File: src/fapg_pkg.sv
package fapg_pkg;

    // Number formats
    localparam int FRAC_BITS    = 28;
    localparam int CORDIC_STEPS = 24;
    localparam int ACC_W        = FRAC_BITS + 64;   // product bits kept by the multiplier
    localparam int TRIG_W       = 34;               // CORDIC datapath, Q1.30 plus headroom
    localparam int ATAN_N       = 32;
    localparam int ATAN_W       = 5;
    localparam int NOISE_W      = 19;
    localparam int CNT_W        = 24;
    localparam int TSTEP_W      = 31;
    localparam int T_W          = CNT_W + TSTEP_W;

    typedef logic [ACC_W-1:0] t_acc;
    typedef logic signed [TRIG_W-1:0] t_trig;

    // Configuration port
    localparam int CFG_IDX_W = 3;
    localparam int CFG_W     = 32;
    localparam logic [CFG_IDX_W-1:0] REG_AMP_X_SX  = 3'd0;
    localparam logic [CFG_IDX_W-1:0] REG_AMP_X_CY  = 3'd1;
    localparam logic [CFG_IDX_W-1:0] REG_AMP_X_ST  = 3'd2;
    localparam logic [CFG_IDX_W-1:0] REG_AMP_Y_CX  = 3'd3;
    localparam logic [CFG_IDX_W-1:0] REG_AMP_Y_SY  = 3'd4;
    localparam logic [CFG_IDX_W-1:0] REG_AMP_Y_CT  = 3'd5;
    localparam logic [CFG_IDX_W-1:0] REG_TIME_STEP = 3'd6;
    localparam logic [CFG_IDX_W-1:0] REG_POINT_LIM = 3'd7;

    localparam logic [31:0]        RST_AMP_X_SX  = 32'(-563714458);
    localparam logic [31:0]        RST_AMP_X_CY  = 32'd375809638;
    localparam logic [31:0]        RST_AMP_X_ST  = 32'd295279002;
    localparam logic [31:0]        RST_AMP_Y_CX  = 32'd295279002;
    localparam logic [31:0]        RST_AMP_Y_SY  = 32'd322122547;
    localparam logic [31:0]        RST_AMP_Y_CT  = 32'd241591910;
    localparam logic [TSTEP_W-1:0] RST_TIME_STEP = 31'd13421773;
    localparam logic [CNT_W-1:0]   RST_POINT_LIM = 24'd5000000;

    // Turn conversion factors, Q0.64
    localparam logic [63:0]  C10 = 64'h28BE60DB9391054A;
    localparam logic [127:0] P04 = {64'd0, C10} * {64'd0, 64'h6666666666666666};
    localparam logic [127:0] P07 = {64'd0, C10} * {64'd0, 64'hB333333333333333};
    localparam logic [127:0] P01 = {64'd0, C10} * {64'd0, 64'h1999999999999999};
    localparam logic [63:0]  C04 = P04[127:64];
    localparam logic [63:0]  C07 = P07[127:64];
    localparam logic [63:0]  C11 = C10 + P01[127:64];

    // CORDIC gain-compensated start value, Q1.30
    localparam logic [31:0] CORDIC_K = 32'd652032874;

    // Arctangent of 2^-i in Q0.32 turns
    localparam logic [31:0] ATAN_TURNS [ATAN_N] = '{
        32'h20000000, 32'h12E4051E, 32'h09FB385B, 32'h051111D4, 32'h028B0D43,
        32'h0145D7E1, 32'h00A2F61E, 32'h00517C55, 32'h0028BE53, 32'h00145F2F,
        32'h000A2F98, 32'h000517CC, 32'h00028BE6, 32'h000145F3, 32'h0000A2FA,
        32'h0000517D, 32'h000028BE, 32'h0000145F, 32'h00000A30, 32'h00000518,
        32'h0000028C, 32'h00000146, 32'h000000A3, 32'h00000051, 32'h00000029,
        32'h00000014, 32'h0000000A, 32'h00000005, 32'h00000003, 32'h00000001,
        32'h00000001, 32'h00000000
    };

endpackage

File: src/fapg_mul.sv
module fapg_mul (
    input  logic                i_clk,
    input  logic                i_rst_n,
    input  logic                i_start,
    input  logic [63:0]         i_a,     // two's complement
    input  logic [63:0]         i_b,     // unsigned
    output logic                o_done,
    output fapg_pkg::t_acc      o_prod   // low ACC_W bits of signed a times unsigned b
);
    import fapg_pkg::*;

    logic [1:0]  r_k;
    logic        r_run;
    logic        r_pv;
    logic [1:0]  r_pk;
    logic [63:0] r_pp;
    logic        r_done;
    logic [63:0] r_a;
    logic [63:0] r_b;
    t_acc        r_acc;
    logic [31:0] w_ah;
    logic [31:0] w_bh;
    t_acc        w_pp_sh;

    // Partial product order: a0b0, a0b1, a1b0, a1b1
    assign w_ah = r_k[1] ? r_a[63:32] : r_a[31:0];
    assign w_bh = r_k[0] ? r_b[63:32] : r_b[31:0];

    always_comb begin
        unique case (r_pk)
            2'd0:    w_pp_sh = t_acc'(r_pp);
            2'd3:    w_pp_sh = t_acc'(r_pp) << 64;
            default: w_pp_sh = t_acc'(r_pp) << 32;
        endcase
    end

    // Issue one 32x32 product per cycle, accumulate it the cycle after
    always_ff @(posedge i_clk) begin
        if (!i_rst_n) begin
            r_run  <= 1'b0;
            r_pv   <= 1'b0;
            r_done <= 1'b0;
            r_k    <= 2'd0;
        end else begin
            r_done <= r_pv && !r_run;
            r_pv   <= r_run;
            if (i_start) begin
                r_run <= 1'b1;
                r_k   <= 2'd0;
            end else if (r_run) begin
                r_k <= r_k + 2'd1;
                if (r_k == 2'd3) begin
                    r_run <= 1'b0;
                end
            end
        end
    end

    always_ff @(posedge i_clk) begin
        r_pp <= w_ah * w_bh;
        r_pk <= r_k;
        if (i_start) begin
            // operands are only valid in the start cycle, hold them
            r_a   <= i_a;
            r_b   <= i_b;
            // signed a: remove the b*2^64 term the unsigned view adds
            r_acc <= i_a[63] ? (t_acc'(0) - (t_acc'(i_b) << 64)) : t_acc'(0);
        end else if (r_pv) begin
            r_acc <= r_acc + w_pp_sh;
        end
    end

    assign o_done = r_done;
    assign o_prod = r_acc;

endmodule

File: config.mk
export PLATFORM = sky130hd
export DESIGN_NAME = fapg_mul
export DESIGN_NICKNAME = d
export VERILOG_FILES = /design/src/fapg_pkg.sv /design/src/fapg_mul.sv
export SDC_FILE = /design/constraint.sdc
export NUM_CORES = 2
export LEC_CHECK = 0
export ABC_CLOCK_PERIOD_IN_PS = 9500
export BUFFER_PORTS_ARGS = -buffer_cell sky130_fd_sc_hd__buf_4
export CAP_MARGIN = 30
export CORE_UTILIZATION = 55
export CTS_BUF_LIST = sky130_fd_sc_hd__clkbuf_4 sky130_fd_sc_hd__clkbuf_8
export CTS_CLUSTER_DIAMETER = 120
export DETAILED_ROUTE_END_ITERATION = 7
export PLACE_DENSITY_LB_ADDON = 0.15
export SETUP_SLACK_MARGIN = 0.4
export SLEW_MARGIN = 0
export SYNTH_ARGS = -nofsm -noshare
export SYNTH_HDL_FRONTEND = slang
export SYNTH_SLANG_ARGS = --single-unit
export TNS_END_PERCENT = 5
File: constraint.sdc
create_clock -name i_clk -period 9.5 [get_ports i_clk]
set_input_delay 1.9 -clock i_clk [delete_from_list [all_inputs] [get_ports i_clk]]
set_output_delay 1.9 -clock i_clk [all_outputs]
set_load 0.1 [all_outputs]
# == After elaboration in Yosys (flattened, before gate mapping) ==
# Index checks and enable logic that the tools add are counted.
# W data, S select, Z words.
# totals
ff_bits,291
latch_bits,0
ramBits,0
mem_bits_ro,0
inputBits,131
output_inout_bits,93
elab_cells,30
memories,0
# op_classes
addsub,3
n_mul,1
div_mod_pow,0
n_lt_le_gt_ge,0
n_eq_ne,2
shifts,0
n_mux,9
bitwise_logic,1
reduce_logical,5
# op_table
op,n
$mux W92,3
$pmux W92 S2,1
$add A92 B92 Y92,1
$sub A1 B92 Y92 const A,1
$mul A32 B32 Y64,1
$mux W32,2
$eq A2 B2 Y1 const B,2
$mux W1,3
$add A2 B1 Y2 const B,1
$logic_not A2 Y1,1
$reduce_bool A2 Y1,1
$reduce_or A2 Y1,1
$logic_and A1 B1 Y1,1
$logic_not A1 Y1,1
$not A1 Y1,1

# == Logic depth before layout (Yosys ltp) ==
# logic_depth
ltp_word,5
ltp_mapped,32

# == Worst setup path before layout ==
# OpenSTA, ideal clock, no wires.
# synth_path
path_type,reg2reg
startpoint,reg r_k[0]
endpoint,reg r_pp[58]
setup_time_ns,0.072
arrival_time_ns,8.596
slack_ns,0.832
path_stages_with_launch,30
n_path_buf,3
path_cell_list,dfxtp_1 clkbuf_1 clkbuf_1 mux2i_1 clkbuf_1 nor2_1 fa_1 fa_1 fa_1 inv_1 fa_1 inv_1 fa_1 inv_1 fa_1 inv_1 fa_1 fa_1 ha_1 and3_1 nand2_1 o21ba_2 a2111oi_0 or4b_1 nand3_1 o221ai_1 o31ai_2 a21oi_1 o31ai_1 xnor2_1
# synth_via
elab_chain_cells,2
# synth_rtl
element,line,source
from (decl),fapg_mul.sv:12,logic [1:0] r_k;
from (signal assigned),fapg_mul.sv:51,r_k <= r_k + 2'd1;
$mux W32,fapg_mul.sv:27,assign w_bh = r_k[0] ? r_b[63:32] : r_b[31:0];
$mul A32 B32 Y64,fapg_mul.sv:60,r_pp <= w_ah * w_bh;
to (signal assigned),fapg_mul.sv:60,
to (decl),fapg_mul.sv:16,logic [63:0] r_pp;
# Every way passes these cells.
# A chain may end at the register's enable or synchronous reset.

# == Worst setup path after layout ==
# layout_path
startpoint,reg r_k[0]
endpoint,reg r_pp[59]
# Same word-level chain as after synthesis.

==> out/results.tsv <==
stage	metric	value	unit
run_status	status	complete, but fails checks	
run_status	violations	DRC	
sta	final.min_clock_period	8.90	ns
critical_path	crit_top_cell	sky130_fd_sc_hd__fa_1	
global_routing	gr-usage-all-layers	0.377	
layout	multiInputGateArea	0.0367	sq mm
layout	layout-drive-gt1-share	0.109	
logic_synthesis	synthesis.area_per_instance	9.20	sq um
global_routing	grt_pass1_wl	248000	microns
critical_path	cp.arrival	9.50	ns
critical_path	startpoint_of_the_worst_register_to_register_path	r_k[0]	
sta	setup_tns	0	ns
critical_path	timing.critical_path.fanout_max	16	
place	port_buffers	223	
sta	clock.fmax	112	MHz
clock_tree	cts_hold_buffers	0	
floorplanning	design.core.area	0.0882	sq mm
critical_path	ff2ff_path_depth	29	
layout	fin_nets	6873	
detailed_routing	drc_errors	2	
logic_synthesis	synth_seq_area_share	0.164	
clock_tree	clock-sinks	291	
detailed_routing	route.final.wire_length	167000	microns
critical_path	cp-endpoint	r_pp[59]	
min_path	start_point_of_the_worst_min_delay_path	r_pv	
logic_synthesis	synth-edff-count	220	
sta	final-max-slew-violation-count	0	
global_routing	grt_pass1_vias	40100	
detailed_routing	detail-route-antenna-nets	0	
critical_path	slowest_delay	0.56	ns
clock_tree	worst_setup_hold_path_clk_slew	0.07	ns
detailed_routing	wl_per_cell	25.0	microns
global_routing	antenna_found_initial	12	
floorplanning	die_width	300	microns
logic_synthesis	synth_cell_type_count	91	
critical_path	timing.critical_path.from	r_k[0]	
sta	worst_slew_margin_rel	0.286	
critical_path	critical_path.reg2reg.endpoint	r_pp[59]	
detailed_routing	dr.pass1.iters	8	
logic_synthesis	mappedNetlistNets	6706	
floorplanning	die_height	300	microns
critical_path	startpoint_type	flop	
clock_tree	clock_buffers_created_by_tritoncts	54	
logic_synthesis	synth-seq-cells	291	
global_routing	grt.overflow.total	0	
critical_path	worst-endpoint-required	10.11	ns
detailed_routing	vias	39500	
critical_path	critPathCaptureType	flop	
layout	number_of_fillers_in_the_final_layout	7672	
clock_tree	htree_num_levels	2	
layout	regArea	0.00804	sq mm
detailed_routing	vias_per_cell	5.90	
clock_tree	clock_insertion_delay_worst_skew	0.76	ns
place	hpwl	137000	microns
place	routabilityCongestion	1.00	
floorplanning	initial_utilization	0.554	
logic_synthesis	synth.cell_area	0.0489	sq mm
sta	post-route-period-util	0.936	
sta	fin_skew	0.0491	ns
job	drv.max_cap_violation_count	0	
critical_path	setup_slack_of_the_worst_register_to_register_path	0.60	ns
critical_path	cpMaxStageDelayCell	sky130_fd_sc_hd__fa_1	
sta	grt_setup_unrepaired	yes	
logic_synthesis	synth_ff_type	sky130_fd_sc_hd__edfxtp_1	
logic_synthesis	postSynth.asyncResetShare	0	
floorplanning	die_area	0.0901	sq mm
clock_tree	tritoncts	built	
sta	final_hold_viol_count	0	
sta	transition_time_at_the_pin_with_the_least_slew_margin	1.07	ns
global_routing	grt_max_degree	91	
detailed_routing	drt_first_iter_violations	4061	
logic_synthesis	synthesis.instances	5320	
critical_path	crit_type	reg -> reg	
clock_tree	cts.root.buffer_cell	sky130_fd_sc_hd__clkbuf_8	
sta	timing.final.setup_violations	0	
logic_synthesis	yosysWarningCount	0	
floorplanning	io_pins	224	
floorplanning	num_rows	109	
layout	area_growth	9.63	%
clock_tree	clockBufferDepth	3	
min_path	hold_class	reg -> reg	
through the flow:
| step | hold WS (ns) | cell area, sq um | utilization | instances | setup slack, ns |
|---|---|---|---|---|---|
| 2_1_floorplan | 0.354 | 48900 | - | 5320 | 0.832 |
| 3_3_place_gp | 0.418 | 52400 | 0.594 | 6594 | 0.725 |
| 3_5_place_dp | 0.423 | 52400 | 0.594 | 6595 | 0.542 |
| 4_1_cts | 0.422 | 53500 | 0.607 | 6692 | 0.502 |
| 5_1_grt | 0.449 | 53600 | 0.608 | 6697 | 0.332 |
| 6_report | 0.431 | 53600 | 0.608 | 6700 | 0.604 |
synth_stat cells (31+ instances only):
cell type	number	area [sq um]
sky130_fd_sc_hd__nor2_1	762	2860
sky130_fd_sc_hd__fa_1	897	18000
sky130_fd_sc_hd__xor2_1	80	701
sky130_fd_sc_hd__dfxtp_1	71	1420
sky130_fd_sc_hd__ha_1	358	4480
sky130_fd_sc_hd__nor3_1	36	180
sky130_fd_sc_hd__a21o_1	83	623
sky130_fd_sc_hd__inv_1	919	3450
sky130_fd_sc_hd__edfxtp_1	220	6610
sky130_fd_sc_hd__mux2_2	64	721
sky130_fd_sc_hd__a21oi_1	185	926
sky130_fd_sc_hd__a22o_1	31	272
sky130_fd_sc_hd__mux2i_1	65	651
sky130_fd_sc_hd__o21bai_1	31	233
sky130_fd_sc_hd__nand3_1	31	155
sky130_fd_sc_hd__o21ai_0	126	631
sky130_fd_sc_hd__xnor2_1	89	780
sky130_fd_sc_hd__nand4_1	45	282
sky130_fd_sc_hd__clkbuf_1	214	803
sky130_fd_sc_hd__and2_1	43	269
sky130_fd_sc_hd__nand2_1	623	2340
registers in the layout (all words and copies together) (netlist names):
signal	count
o_done	1
o_prod	92
r_a	64
r_b	64
r_k	2
r_pk	2
r_pp	64
r_pv	1
r_run	1
layout make-up:
class,instances,area share
Multi-Input combinational cell,3861,0.684
Sequential cell,291,0.150
Inverter,919,0.0643
Timing Repair Buffer,360,0.0534
Tap cell,1165,0.0272
Clock buffer,71,0.0172
Clock inverter,26,0.00397
Antenna cell,7,0.000327
critical path: cells and delay by family (launching register included):
kind | cells | cell delay (ns)
adder cells (fa/ha/maj) | 9 | 4.16
AO/OA/AOI/OAI | 5 | 1.26
XOR/XNOR | 1 | 0.15
buffers and inverters | 7 | 1.01
flip-flops | 1 | 0.55
multiplexers | 1 | 0.36
AND/OR/NAND/NOR | 6 | 1.24
routing by layer:
layer	vias to the layer above	share of wire	track usage
met5	-	0.00025	0
li1	17100	-	-
met3	525	0.11	0.0859
met2	2191	0.45	0.582
met1	19700	0.37	0.493
met4	6	0.068	0.211
kinds of logic (layout without fill, tap and decap cells):
| logic type | Yosys count | in the layout | share of synthesized area |
|---|---|---|---|
| AOI/OAI and AO/OA | 631 | 631 | 0.0835 |
| xor gates and xnor gates | 169 | 169 | 0.0303 |
| adders and majority gates | 1255 | 1255 | 0.459 |
| buffers and inverters | 1168 | 1376 | 0.0918 |
| DFF | 291 | 291 | 0.164 |
| muxes | 129 | 129 | 0.0280 |
| other | 0 | 7 | 0 |
| and+or+nand+nor | 1677 | 1677 | 0.144 |
repair_timing:
| item | in CTS | in global routing |
|---|---|---|
| endpoints found under the setup margin | 0 | 15 |
| resized for setup | 0 | 10 |
| buffers inserted | 0 | 1 |
worst min path at each step:
stage	endpoint	slack [ns]	depth (start not counted)
3_5_place_dp	o_done	0.42	2
5_1_grt	o_done	0.45	2
4_1_cts	o_done	0.42	2
3_3_place_gp	o_done	0.42	2
6_report	o_done	0.43	2
2_1_floorplan	r_pk[0]	0.35	0
cell usage in the layout, fill, tap and decap left out, drive strengths merged, types with 11 or more instances in the layout:
cell type	n
inv	921
fa	897
nor2	762
nand2	625
buf	360
ha	358
edfxtp	220
a21oi	186
o21ai	132
xnor2	89
a21o	83
xor2	80
dfxtp	71
clkbuf	71
mux2i	65
mux2	64
nand4	46
and2	46
nor3	36
o21bai	32
a22o	31
nand3	31
nor2b	26
nand2b	24
o22ai	24
a31oi	20
clkinv	19
o21a	18
nor4	17
and3	16
o31ai	15
a211oi	13
a21boi	11
or3	11
Power is left out: the tool's default activity adds up to more than one toggle a clock period on the data nets, which glitch-free logic cannot reach.
