[src/fapg_pkg.sv]
package fapg_pkg;

    // Number formats
    localparam int FRAC_BITS    = 28;
    localparam int CORDIC_STEPS = 24;
    localparam int ACC_W        = FRAC_BITS + 64;   // product bits kept by the multiplier
    localparam int TRIG_W       = 34;               // CORDIC datapath, Q1.30 plus headroom
    localparam int ATAN_N       = 32;
    localparam int ATAN_W       = 5;
    localparam int NOISE_W      = 19;
    localparam int CNT_W        = 24;
    localparam int TSTEP_W      = 31;
    localparam int T_W          = CNT_W + TSTEP_W;

    typedef logic [ACC_W-1:0] t_acc;
    typedef logic signed [TRIG_W-1:0] t_trig;

    // Configuration port
    localparam int CFG_IDX_W = 3;
    localparam int CFG_W     = 32;
    localparam logic [CFG_IDX_W-1:0] REG_AMP_X_SX  = 3'd0;
    localparam logic [CFG_IDX_W-1:0] REG_AMP_X_CY  = 3'd1;
    localparam logic [CFG_IDX_W-1:0] REG_AMP_X_ST  = 3'd2;
    localparam logic [CFG_IDX_W-1:0] REG_AMP_Y_CX  = 3'd3;
    localparam logic [CFG_IDX_W-1:0] REG_AMP_Y_SY  = 3'd4;
    localparam logic [CFG_IDX_W-1:0] REG_AMP_Y_CT  = 3'd5;
    localparam logic [CFG_IDX_W-1:0] REG_TIME_STEP = 3'd6;
    localparam logic [CFG_IDX_W-1:0] REG_POINT_LIM = 3'd7;

    localparam logic [31:0]        RST_AMP_X_SX  = 32'(-563714458);
    localparam logic [31:0]        RST_AMP_X_CY  = 32'd375809638;
    localparam logic [31:0]        RST_AMP_X_ST  = 32'd295279002;
    localparam logic [31:0]        RST_AMP_Y_CX  = 32'd295279002;
    localparam logic [31:0]        RST_AMP_Y_SY  = 32'd322122547;
    localparam logic [31:0]        RST_AMP_Y_CT  = 32'd241591910;
    localparam logic [TSTEP_W-1:0] RST_TIME_STEP = 31'd13421773;
    localparam logic [CNT_W-1:0]   RST_POINT_LIM = 24'd5000000;

    // Turn conversion factors, Q0.64
    localparam logic [63:0]  C10 = 64'h28BE60DB9391054A;
    localparam logic [127:0] P04 = {64'd0, C10} * {64'd0, 64'h6666666666666666};
    localparam logic [127:0] P07 = {64'd0, C10} * {64'd0, 64'hB333333333333333};
    localparam logic [127:0] P01 = {64'd0, C10} * {64'd0, 64'h1999999999999999};
    localparam logic [63:0]  C04 = P04[127:64];
    localparam logic [63:0]  C07 = P07[127:64];
    localparam logic [63:0]  C11 = C10 + P01[127:64];

    // CORDIC gain-compensated start value, Q1.30
    localparam logic [31:0] CORDIC_K = 32'd652032874;

    // Arctangent of 2^-i in Q0.32 turns
    localparam logic [31:0] ATAN_TURNS [ATAN_N] = '{
        32'h20000000, 32'h12E4051E, 32'h09FB385B, 32'h051111D4, 32'h028B0D43,
        32'h0145D7E1, 32'h00A2F61E, 32'h00517C55, 32'h0028BE53, 32'h00145F2F,
        32'h000A2F98, 32'h000517CC, 32'h00028BE6, 32'h000145F3, 32'h0000A2FA,
        32'h0000517D, 32'h000028BE, 32'h0000145F, 32'h00000A30, 32'h00000518,
        32'h0000028C, 32'h00000146, 32'h000000A3, 32'h00000051, 32'h00000029,
        32'h00000014, 32'h0000000A, 32'h00000005, 32'h00000003, 32'h00000001,
        32'h00000001, 32'h00000000
    };

endpackage

[src/fapg_cordic.sv]
module fapg_cordic (
    input  logic                i_clk,
    input  logic                i_rst_n,
    input  logic                i_start,
    input  logic [31:0]         i_phase,  // Q0.32 turns
    output logic                o_done,
    output fapg_pkg::t_trig     o_cos,
    output fapg_pkg::t_trig     o_sin
);
    import fapg_pkg::*;

    t_trig             r_x;
    t_trig             r_y;
    t_trig             r_z;
    logic [1:0]        r_q;
    logic [ATAN_W-1:0] r_i;
    logic              r_run;
    logic              r_done;
    logic [1:0]        w_q;
    logic [31:0]       w_ru;
    logic [31:0]       w_sum;
    t_trig             w_xs;
    t_trig             w_ys;
    t_trig             w_at;

    // Nearest quarter turn and residual
    assign w_sum = i_phase + 32'h2000_0000;
    assign w_q   = w_sum[31:30];
    assign w_ru  = i_phase - {w_q, 30'd0};

    assign w_xs = r_x >>> r_i;
    assign w_ys = r_y >>> r_i;
    assign w_at = t_trig'({2'b00, ATAN_TURNS[r_i]});

    always_ff @(posedge i_clk) begin
        if (!i_rst_n) begin
            r_run  <= 1'b0;
            r_done <= 1'b0;
            r_i    <= '0;
        end else begin
            r_done <= 1'b0;
            if (i_start) begin
                r_run <= 1'b1;
                r_i   <= '0;
            end else if (r_run) begin
                r_i <= r_i + 1'b1;
                if (r_i == ATAN_W'(CORDIC_STEPS - 1)) begin
                    r_run  <= 1'b0;
                    r_done <= 1'b1;
                end
            end
        end
    end

    // One micro-rotation per cycle
    always_ff @(posedge i_clk) begin
        if (i_start) begin
            r_x <= t_trig'({2'b00, CORDIC_K});
            r_y <= '0;
            r_z <= t_trig'(signed'(w_ru));
            r_q <= w_q;
        end else if (r_run) begin
            if (!r_z[TRIG_W-1]) begin
                r_x <= r_x - w_ys;
                r_y <= r_y + w_xs;
                r_z <= r_z - w_at;
            end else begin
                r_x <= r_x + w_ys;
                r_y <= r_y - w_xs;
                r_z <= r_z + w_at;
            end
        end
    end

    // Apply the quarter turn
    always_comb begin
        unique case (r_q)
            2'd0: begin o_cos = r_x;  o_sin = r_y;  end
            2'd1: begin o_cos = -r_y; o_sin = r_x;  end
            2'd2: begin o_cos = -r_x; o_sin = -r_y; end
            default: begin o_cos = r_y; o_sin = -r_x; end
        endcase
    end

    assign o_done = r_done;

endmodule

[config.mk]
export PLATFORM = sky130hd
export DESIGN_NAME = fapg_cordic
export DESIGN_NICKNAME = d
export VERILOG_FILES = /design/src/fapg_pkg.sv /design/src/fapg_cordic.sv
export SDC_FILE = /design/constraint.sdc
export NUM_CORES = 1
export LEC_CHECK = 0
export BUFFER_PORTS_ARGS = -buffer_cell sky130_fd_sc_hd__buf_2
export CAP_MARGIN = 20
export CORE_MARGIN = 4
export CORE_UTILIZATION = 57
export CTS_CLUSTER_SIZE = 8
export DETAILED_ROUTE_END_ITERATION = 10
export GPL_TIMING_DRIVEN = 1
export PLACE_DENSITY = 0.75
export SETUP_SLACK_MARGIN = 0.02
export SYNTH_ARGS = -nofsm -noshare
export SYNTH_HDL_FRONTEND = slang
export SYNTH_SLANG_ARGS = --single-unit
[constraint.sdc]
create_clock -name i_clk -period 20.6 [get_ports i_clk]
set_input_delay 3.09 -clock i_clk [delete_from_list [all_inputs] [get_ports i_clk]]
set_output_delay 3.09 -clock i_clk [all_outputs]
set_load 0.1 [all_outputs]
== After elaboration in Yosys (flattened, before gate mapping) ==
Memories as Yosys holds them, arrays and structs flattened.
Index checks and enable logic that the tools add are counted.
Operators by class
  $add $sub $neg: 11
  $lt $le $gt $ge: 1
  equality and inequality tests: 3
  shift-type cells: 2
  mux-type cells: 13
  bitwise operators: 3
  reduce and logical (&&, ||, !) cells: 4
Operators by type and width (number)
  $pmux 34 s3: 2
  $mux 34: 5
  $add 34x34->34: 2
  $neg 34->34: 2
  $sshr 34x5->34: 2
  $sub 34x34->34: 2
  $mux 32: 2
  $add 34x33->34: 1
  $sub 34x33->34: 1
  $add 32x30->32 const B: 1
  $sub 32x32->32: 1
  $ge 6x6->1 const B: 1
  $not 5->6: 1
  $add 5x1->5 const B: 1
  $eq 5x5->1 const B: 1
  $mux 1: 4
  $reduce_or 3->1: 1
  $eq 2x1->1 const B: 1
  $eq 2x2->1 const B: 1
  $logic_not 2->1: 1
  $not 1->1: 2
  $reduce_bool 2->1: 1
  $reduce_or 2->1: 1
Word-level totals
  register bits: 111
  memory bits (read-only): 1024
  input port bits: 35
  output and inout bits: 69
  logic and storage cells: 45
  memories: 1
Memories
  (no name shown): words 32, width 32, read ports 1, clocked after memory_dff 0, write ports 0, line fapg_cordic.sv:33  | assign w_at = t_trig'({2'b00, ATAN_TURNS[r_i]});

== Depth between registers and ports, before layout ==
Gate-level depths: netlist (run 1).
  depth after elaboration: 8
  depth in mapped cells: 29
  mapped depth without buffers: 24

== Worst setup path before layout (run 1) ==
No wires, ideal clock.
  kind: reg2out
  start point: reg r_y[2]
  end point: out o_sin[29]
  data arrival time: 5019 ps
  data required time: 17510 ps
  path slack: 12491 ps
  stages on the path, launching flop included: 12
  buffers on the path: 1
  cell sequence: dfxtp_1 -> clkbuf_1 -> or3_1 -> or3_1 -> or3_1 -> or3_1 -> nor4_2 -> nand3b_1 -> nor4_1 -> nand2b_1 -> xor2_1 -> o21ai_0
Between the ends
  cells in the longest elaborated chain, start to end: 2
RTL lines
  from (decl): line fapg_cordic.sv:13  | t_trig r_y;
  from (signal assigned): line fapg_cordic.sv:65  | r_y <= r_y + w_xs;
  from (signal assigned): line fapg_cordic.sv:69  | r_y <= r_y - w_xs;
  $neg 34->34: line fapg_cordic.sv:80  | 2'd2: begin o_cos = -r_x; o_sin = -r_y; end
  $pmux 34 s3: line fapg_cordic.sv:77  | unique case (r_q)
  to (decl): line fapg_cordic.sv:8  | output fapg_pkg::t_trig o_sin
No other way between the ends.

== Final worst setup path (run 1) ==
  start point: reg r_i[1]
  end point: reg r_z[32] (data pin)
Between the ends
  cells in the longest elaborated chain, start to end: 8
  elaborated cells on any way between the ends: 9
  those cells by class: 2 x add/sub; 5 x mux; 1 x bitwise; 1 x memory
RTL lines
  from (decl): line fapg_cordic.sv:16  | logic [ATAN_W-1:0] r_i;
  from (signal assigned): line fapg_cordic.sv:46  | r_i <= r_i + 1'b1;
  $not 5->6 (not written as such) (*): line fapg_cordic.sv:33
  $mem_v2 32x32 (*)
  $mux 32 (not written as such) (*) (2 in a row): line fapg_cordic.sv:33
  $sub 34x33->34 / $add 34x33->34 (equally long branches): line fapg_cordic.sv:66, fapg_cordic.sv:70
  $mux 34 (*): line fapg_cordic.sv:63  | if (!r_z[TRIG_W-1]) begin
  $mux 34 (*): line fapg_cordic.sv:62  | end else if (r_run) begin
  $mux 34 (*): line fapg_cordic.sv:57  | if (i_start) begin
  to (signal assigned): line fapg_cordic.sv:60  | r_z <= t_trig'(signed'(w_ru));
  to (signal assigned): line fapg_cordic.sv:66  | r_z <= r_z - w_at;
  to (signal assigned): line fapg_cordic.sv:70  | r_z <= r_z + w_at;
  to (decl): line fapg_cordic.sv:14  | t_trig r_z;
Every way passes the cells marked *; elsewhere a longest branch is shown, timed or not. The select of a mux whose other input is x is not followed.
A chain may end at the register's enable or synchronous reset.

==> metrics.md, run 1 <==
| Metric | Value |
|---|---|
| Status | `finished, final reports clean` |
| Fin. max-slew vios | `0` |
| RR Startpoint | `r_i[1]` |
| CP Depth | `23` |
| Crit path max fanout | `62` |
| Unrepaired setup endpoints after global routing | `false` |
| Pre-CTS WS | `12.73 ns` |
| Synth Area in Compound Gates | `22.6%` |
| Commonest non-fill, non-tap cell in the layout | `nand2_1` |
| Finish-stage setup viols | `0` |
| CTS Buf Count | `9` |
| R2R setup slack | `12.53 ns` |
| Max Cap Viol | `0` |
| Die Ht | `189 um` |
| Multiplexer area fraction after synthesis | `17.9%` |
| Hpwl dp | `47,200 um` |
| Worst Tran Pin Value | `1.09 ns` |
| Pint | `0.00155 W` |
| Min-Delay Path Depth | `2` |
| Worst setup endpoint | `r_z[32]` |
| Port bufs | `103` |
| Placer Congestion | `1.01` |
| WL/cell | `23.2 um` |
| Worst stage delay on the critical path | `0.79 ns` |
| Commonest non-fill, non-tap cells in the layout | `246 x nand2_1, 242 x nor2_1, 191 x a21oi_1` |
| CP max-delay cell | `dfxtp_4` |
| Mapped cell area | `18,800 um2` |
| Worst-Skew Late Latency | `0.41 ns` |
| F_max | `0.124 GHz` |
| Delay-heaviest family, CP | `compound AO/OA/AOI/OAI gates` |
| Gr ovfl total | `0` |
| Seq/Total Area, Yosys | `13.8%` |
| Synth-to-layout area growth | `3.47%` |
| Final net count | `2,479` |
| Startpoint Class | `flip-flop` |
| Vias in the first global route | `17,399` |
| CTS resizes | `0` |
| Final clock skew | `0.0223 ns` |
| DRT antenna net count | `0` |
| Detailed Route Iter0 Violations | `2,039` |
| Peak VDD IR | `242 uV` |
| Reg-to-Reg End | `r_z[32]` |
| Initial Utilization | `57.7%` |
| Avg Vias per Cell | `6.71` |
| Setup bufs post-CTS | `0` |
| Slew headroom | `27.1%` |
| Yosys warnings | `0` |
| Antenna violations before repair | `0` |
| Crit path top cell by count | `a21oi_1` |
| Endpoint class of the critical path | `flip-flop` |
| Hold Buf Count CTS | `0` |
| PD cells | `194 nW/um2` |
| Drt first pass iters | `6` |
| Xor and xnor area share after synthesis | `12.4%` |
| LEAKAGE | `8.04 nW` |
| Setup_tns | `0 ns` |
| DRC violations left | `0` |
| Sw frac | `58.9%` |
| PnR worst setup slack | `12.53 ns` |
| Cell count after synthesis | `2,377` |
| Clock network fraction of design power | `5.1%` |
| R2R depth | `23` |
| Area contributors post-synth | `mux4_2 8.3%, xnor2_1 8.0%, dfxtp_1 8.0%` |
| Die Footprint | `35,900 um2` |
| Num rows | `66` |
| CTS tree | `yes` |
| Via Count | `18,616` |
| Global-route wire length before repair | `99,000 um` |
| Worst Setup Path Type | `reg -> reg` |
| Main combinational cell family by area after synthesis | `compound AO/OA/AOI/OAI gates` |
| Switch Pwr | `0.00222 W` |
| Post-synth top area cell | `mux4_2` |
| Syn Nets | `2,531` |
| Die width | `189 um` |
| CP cell instances | `buf_4 -> inv_1 -> ha_1 -> or3b_2 -> a21oi_1 -> a211oi_1 -> nand2_1 -> or3_1 -> nor3_1 -> a31o_2 -> xnor2_1 -> ha_1 -> o21ai_0 -> nand2b_1 -> a311o_1 -> a21oi_1 -> o31ai_1 -> a41oi_1 -> a21oi_1 -> or4b_2 -> a31o_2 -> xnor2_1 -> o21ai_0` |
| Simple-Gate Fraction of Synth Area | `18.7%` |
| Min-Delay Path Class | `reg -> reg` |
| Final period util | `39.2%` |
| Largest net degree at the start of global routing | `118` |
| CP Data Arrival Time | `8.21 ns` |
| Total wire length | `64,300 um` |
| Placed Area | `19,100 um2` |
| Worst Path Required | `20.74 ns` |
| Syn Area/Cell | `7.89 um2` |
| Post-synth EDFFs | `36` |
| Layout cell share with drive strength beyond 1 | `12.5%` |
| CTS clk-pin slew, worst paths | `0.10 ns` |
| Synth Area in Adders | `8.06%` |
| Maximum clock insertion buffer count | `2` |
| Distinct cells, synth | `101` |
| H-tree levels | `3` |
| Final Hold Viols | `0` |
| Crit path time final | `8.07 ns` |
| Top_reg_cell synth | `dfxtp_1` |
| Final total power | `0.00377 W` |
| CTS sink count | `111` |
| Post-synthesis register bit count | `111` |
| Clk root buf | `clkbuf_16` |
| CP bufs+invs | `2` |
| Core ar. | `32,500 um2` |
| Ys async rst share | `0%` |
| Top cell type's share of synthesized area | `8.28%` |
| Worst Setup SP | `r_i[1]` |
| Share of power burned in registers | `14.2%` |
| Total GRT Usage | `34.7%` |
| Io pins | `104` |
| Logic pwr share | `80.7%` |
| Final instance area | `19,400 um2` |
-- stage by stage --
step                      hold WS [ns]  cells  util [%]
after global placement           0.528   2755      58.6
after CTS                        0.568   2771      59.6
final                            0.574   2775      59.7
after global routing             0.634   2772      59.6
after floorplan                  0.486   2377         -
after detailed placement         0.562   2755      58.6
-- Yosys cell counts (8+ instances only) --
cell / count
buf_2: 20
nor3_1: 39
nor4_1: 14
nand3_1: 29
and3_1: 12
o21bai_1: 19
o22ai_1: 10
nand2_1: 246
ha_1: 116
or3_1: 19
a21o_1: 54
a22o_1: 13
mux4_1: 17
a211oi_1: 24
nand2b_1: 39
clkbuf_1: 126
inv_1: 57
mux4_2: 69
a21oi_1: 191
edfxtp_1: 36
buf_1: 10
xnor2_1: 172
o21ai_0: 160
buf_4: 8
nor2b_1: 19
a31oi_1: 28
o211ai_1: 16
nor3b_1: 8
a22oi_1: 11
or2_2: 12
xor2_1: 94
buf_6: 21
dfxtp_1: 75
and2_1: 25
nor2_1: 243
o41ai_1: 8
o21a_1: 12
o31ai_1: 18
mux2i_1: 92
mux2_2: 30
-- power by group through the flow --
stage | sequential, W | combinational (W) | clock (W)
floorplan | 0.000360 | 0.00255 | 0
global placement | 0.000518 | 0.00293 | 0
detailed placement | 0.000522 | 0.00298 | 0
CTS | 0.000518 | 0.00300 | 0.000198
global route | 0.000533 | 0.00331 | 0.000206
finish | 0.000534 | 0.00304 | 0.000194
-- cell families (layout without fill, tap and decap cells) --
logic type / after synthesis / after routing
muxes: 215 / 215
buffers and inverters: 253 / 206
adders and majority gates: 119 / 119
AOI/OAI and AO/OA: 661 / 661
other: 0 / 3
and+or+nand+nor: 752 / 752
xor gates and xnor gates: 266 / 266
DFF: 111 / 111
-- flip-flops by register name, indices dropped and copies added, names as in the netlist --
| register | cells |
|---|---|
| r_x | 34 |
| r_z | 34 |
| r_y | 34 |
| o_done | 1 |
| r_run | 1 |
| r_i | 5 |
| r_q | 2 |
-- routing by layer --
layer | wire length, um | global-route usage (%)
met1 | 26700 | 47.3
met2 | 27700 | 52.8
met3 | 6670 | 7.19
met4 | 3240 | 16.4
met5 | 0 | 0
-- worst min-delay path: stages (launching register included) --
cell and delay, ns:
dfxtp_1 0.37, nor2_1 0.11, a211oi_1 0.05
-- final cells by class --
cell class	instances	area [um2]
clock buffers	9	225
inverters	61	229
clock inverters	7	96.3
diodes	3	7.51
repair buffers	129	733
multi-input cells	2013	15000
flip-flops and latches	111	2600
fillers	3080	13100
well taps	442	553
-- worst min-delay path by stage --
stage                      start     end  slack, ns
final                     r_y[0]  r_y[0]       0.57
after detailed placement  r_y[0]  r_y[0]       0.56
after floorplan           r_y[0]  r_y[0]       0.49
after CTS                 r_y[0]  r_y[0]       0.57
after global placement    r_y[0]  r_y[0]       0.53
after global routing      r_y[0]  r_y[0]       0.63
Power figures use the tool's default switching activity.
==> run 2: changes to the inputs <==
- PLACE_DENSITY: 0.75 -> 0.78
- clock period: 20.6 -> 6.6 ns (I/O delays scaled with it)
==> metrics.md, run 2 (synthesized netlist as in run 1, its figures left out) <==
| Metric | Value |
|---|---|
| Finish-stage setup viols | `0 (unchanged)` |
| Synth-to-layout area growth | `12.0%` |
| Worst Setup SP | `r_i[2]` |
| Worst-Skew Late Latency | `0.41 ns (about the same)` |
| Clock network fraction of design power | `5.0% (about the same)` |
| Slew headroom | `24.0% (-3.1 points)` |
| Reg area | `2600 um2 (about the same)` |
| DRT antenna net count | `0 (unchanged)` |
| Placer Congestion | `1.03 (+2.8%)` |
| Endpoint class of the critical path | `flip-flop` |
| Switch Pwr | `0.00733 W (+230%)` |
| Sw frac | `58.2% (-0.70 points)` |
| CTS Buf Count | `9 (unchanged)` |
| Peak VDD IR | `777 uV (+220%)` |
| Worst Tran Pin Value | `1.14 ns (+0.0493 ns)` |
| Total GRT Usage | `39.1% (+4.3 points)` |
| Vias in the first global route | `18,696 (+7.5%)` |
| Logic pwr share | `83.4% (+2.7 points)` |
| Die width | `189 um (unchanged)` |
| Status | `finished, final reports clean` |
| Crit path max fanout | `16 (-74%)` |
| WL/cell | `24.6 um (+6.1%)` |
| CP Data Arrival Time | `6.70 ns (-1.51 ns)` |
| Layout cell share with drive strength beyond 1 | `20.0% (+7.5 points)` |
| PD cells | `599 nW/um2 (+210%)` |
| Max Cap Viol | `0 (unchanged)` |
| Reg-to-Reg End | `r_y[33]` |
| Final net count | `2,661 (+7.3%)` |
| Setup_tns | `0 ns (unchanged)` |
| Fin. max-slew vios | `0 (unchanged)` |
| PnR worst setup slack | `0.190 ns (-12.34 ns)` |
| H-tree levels | `3 (unchanged)` |
| Drt first pass iters | `8 (+2)` |
| Largest net degree at the start of global routing | `118 (unchanged)` |
| R2R setup slack | `0.19 ns (-12.34 ns)` |
| Port bufs | `103 (unchanged)` |
| Commonest non-fill, non-tap cells in the layout | `246 x nand2_1, 241 x nor2_1, 197 x buf_4` |
| Maximum clock insertion buffer count | `2 (unchanged)` |
| Fill cells | `2,884 (-6.4%)` |
| Via Count | `19,845 (+6.6%)` |
| Initial Utilization | `57.7% (unchanged)` |
| R2R depth | `24 (+4.3%)` |
| Startpoint Class | `flip-flop` |
| Worst Path Required | `6.89 ns (-13.85 ns)` |
| RR Startpoint | `r_i[2]` |
| Final period util | `97.1% (+58 points)` |
| DRC violations left | `0 (unchanged)` |
| Crit path time final | `6.41 ns (-1.66 ns)` |
| Avg Vias per Cell | `6.72 (+0.11%)` |
| CTS tree | `yes` |
| Hpwl dp | `56,400 um (+19%)` |
| Global-route wire length before repair | `110,000 um (+11%)` |
| Total wire length | `72,600 um (+13%)` |
| Worst Setup Path Type | `reg -> reg` |
| Clk root buf | `clkbuf_16` |
| Area occupied by multi-input gates | `15,100 um2 (+0.79%)` |
| Die Footprint | `35,900 um2 (unchanged)` |
| Core ar. | `32,500 um2 (unchanged)` |
| CTS sink count | `111 (unchanged)` |
| Share of power burned in registers | `11.6% (-2.6 points)` |
| Final Hold Viols | `0 (unchanged)` |
| Final total power | `0.0126 W (+230%)` |
| Antenna violations before repair | `1 (+1)` |
| Detailed Route Iter0 Violations | `2,334 (+14%)` |
| Final clock skew | `0.0225 ns (+0.000242 ns)` |
| LEAKAGE | `8.98 nW (+12%)` |
| F_max | `0.156 GHz (+26%)` |
| CTS clk-pin slew, worst paths | `0.10 ns (about the same)` |
| Pint | `0.00526 W (+240%)` |
| Commonest non-fill, non-tap cell in the layout | `nand2_1` |
| Pre-CTS WS | `-0.243 ns (-12.97 ns)` |
| Die Ht | `189 um (unchanged)` |
| Io pins | `104 (unchanged)` |
| Regs by FF count | `r_x: 34 flops, r_y: 34 flops, r_z: 34 flops` |
| Gr ovfl total | `0 (unchanged)` |
| Min-Delay Path Class | `reg -> reg` |
| Num rows | `66 (unchanged)` |
| Worst setup endpoint | `r_y[33]` |
run 2: worst min path at each step:
stage,startpoint,to,slack (ns),cells past startpoint
after floorplan,r_y[0],r_y[0],0.49,2
after global placement,r_y[0],r_y[0],0.58,2
after detailed placement,r_x[24],r_x[24],0.61,2
after CTS,r_y[0],r_y[0],0.63,2
after global routing,r_x[24],r_x[24],0.62,2
final,r_x[24],r_x[24],0.59,2
run 2: layer usage:
layer	GRT usage (%)	up-vias	share of wire (%)
met5	0	-	0
met4	16.9	0	4.7
met3	9.85	231	12
met2	59.7	1216	44
met1	52.5	9465	40
li1	-	8933	-
run 2: what timing repair did:
action / CTS / global route
cloned: 2 / 0
pin swaps: 2 / 9
setup endpoints to repair: 3 / 11
buffers inserted: 6 / 10
gates resized for setup: 10 / 36
hold buffers: 0 / 0
run 2: metrics by stage:
| stage | instance area (um2) | hold slack, ns | std cells | utilization, % |
|---|---|---|---|---|
| final | 21000 | 0.593 | 2955 | 64.6 |
| after global routing | 21000 | 0.620 | 2955 | 64.6 |
| after CTS | 20800 | 0.627 | 2943 | 63.9 |
| after detailed placement | 20300 | 0.613 | 2919 | 62.4 |
| after global placement | 20300 | 0.585 | 2919 | 62.4 |
| after floorplan | 18800 | 0.486 | 2377 | - |
run 2: critical path, cell delays in order, from the launching register on:
cell,delay [ns]
dfxtp_4,0.50
buf_12,0.20
mux2_2,0.35
mux4_2,0.58
mux2i_1,0.25
o221ai_1,0.24
or4_4,0.55
nand2b_4,0.19
nor4_4,0.25
buf_4,0.17
a21oi_1,0.07
xor2_1,0.18
ha_1,0.35
buf_4,0.15
and3_1,0.15
and2_1,0.17
nand3_1,0.09
a21oi_1,0.07
nor3_2,0.27
o21ai_2,0.10
o311a_1,0.30
o21a_1,0.18
or3b_2,0.45
mux2i_1,0.17
mux2_1,0.33
run 2: power by group through the flow:
stage | sequential, W | clock [W] | combinational, W
finish | 0.00147 | 0.000629 | 0.0105
global route | 0.00146 | 0.000663 | 0.0113
CTS | 0.00142 | 0.000641 | 0.0102
detailed placement | 0.00144 | 0 | 0.0101
global placement | 0.00144 | 0 | 0.00991
floorplan | 0.00112 | 0 | 0.00797
run 2: final cells by class:
cell class / count / area share, %
clock buffers: 9 / 1.07
diodes: 1 / 0.0119
well taps: 442 / 2.63
repair buffers: 311 / 10.6
flip-flops and latches: 111 / 12.4
multi-input cells: 2013 / 71.8
inverters: 61 / 1.09
clock inverters: 7 / 0.458
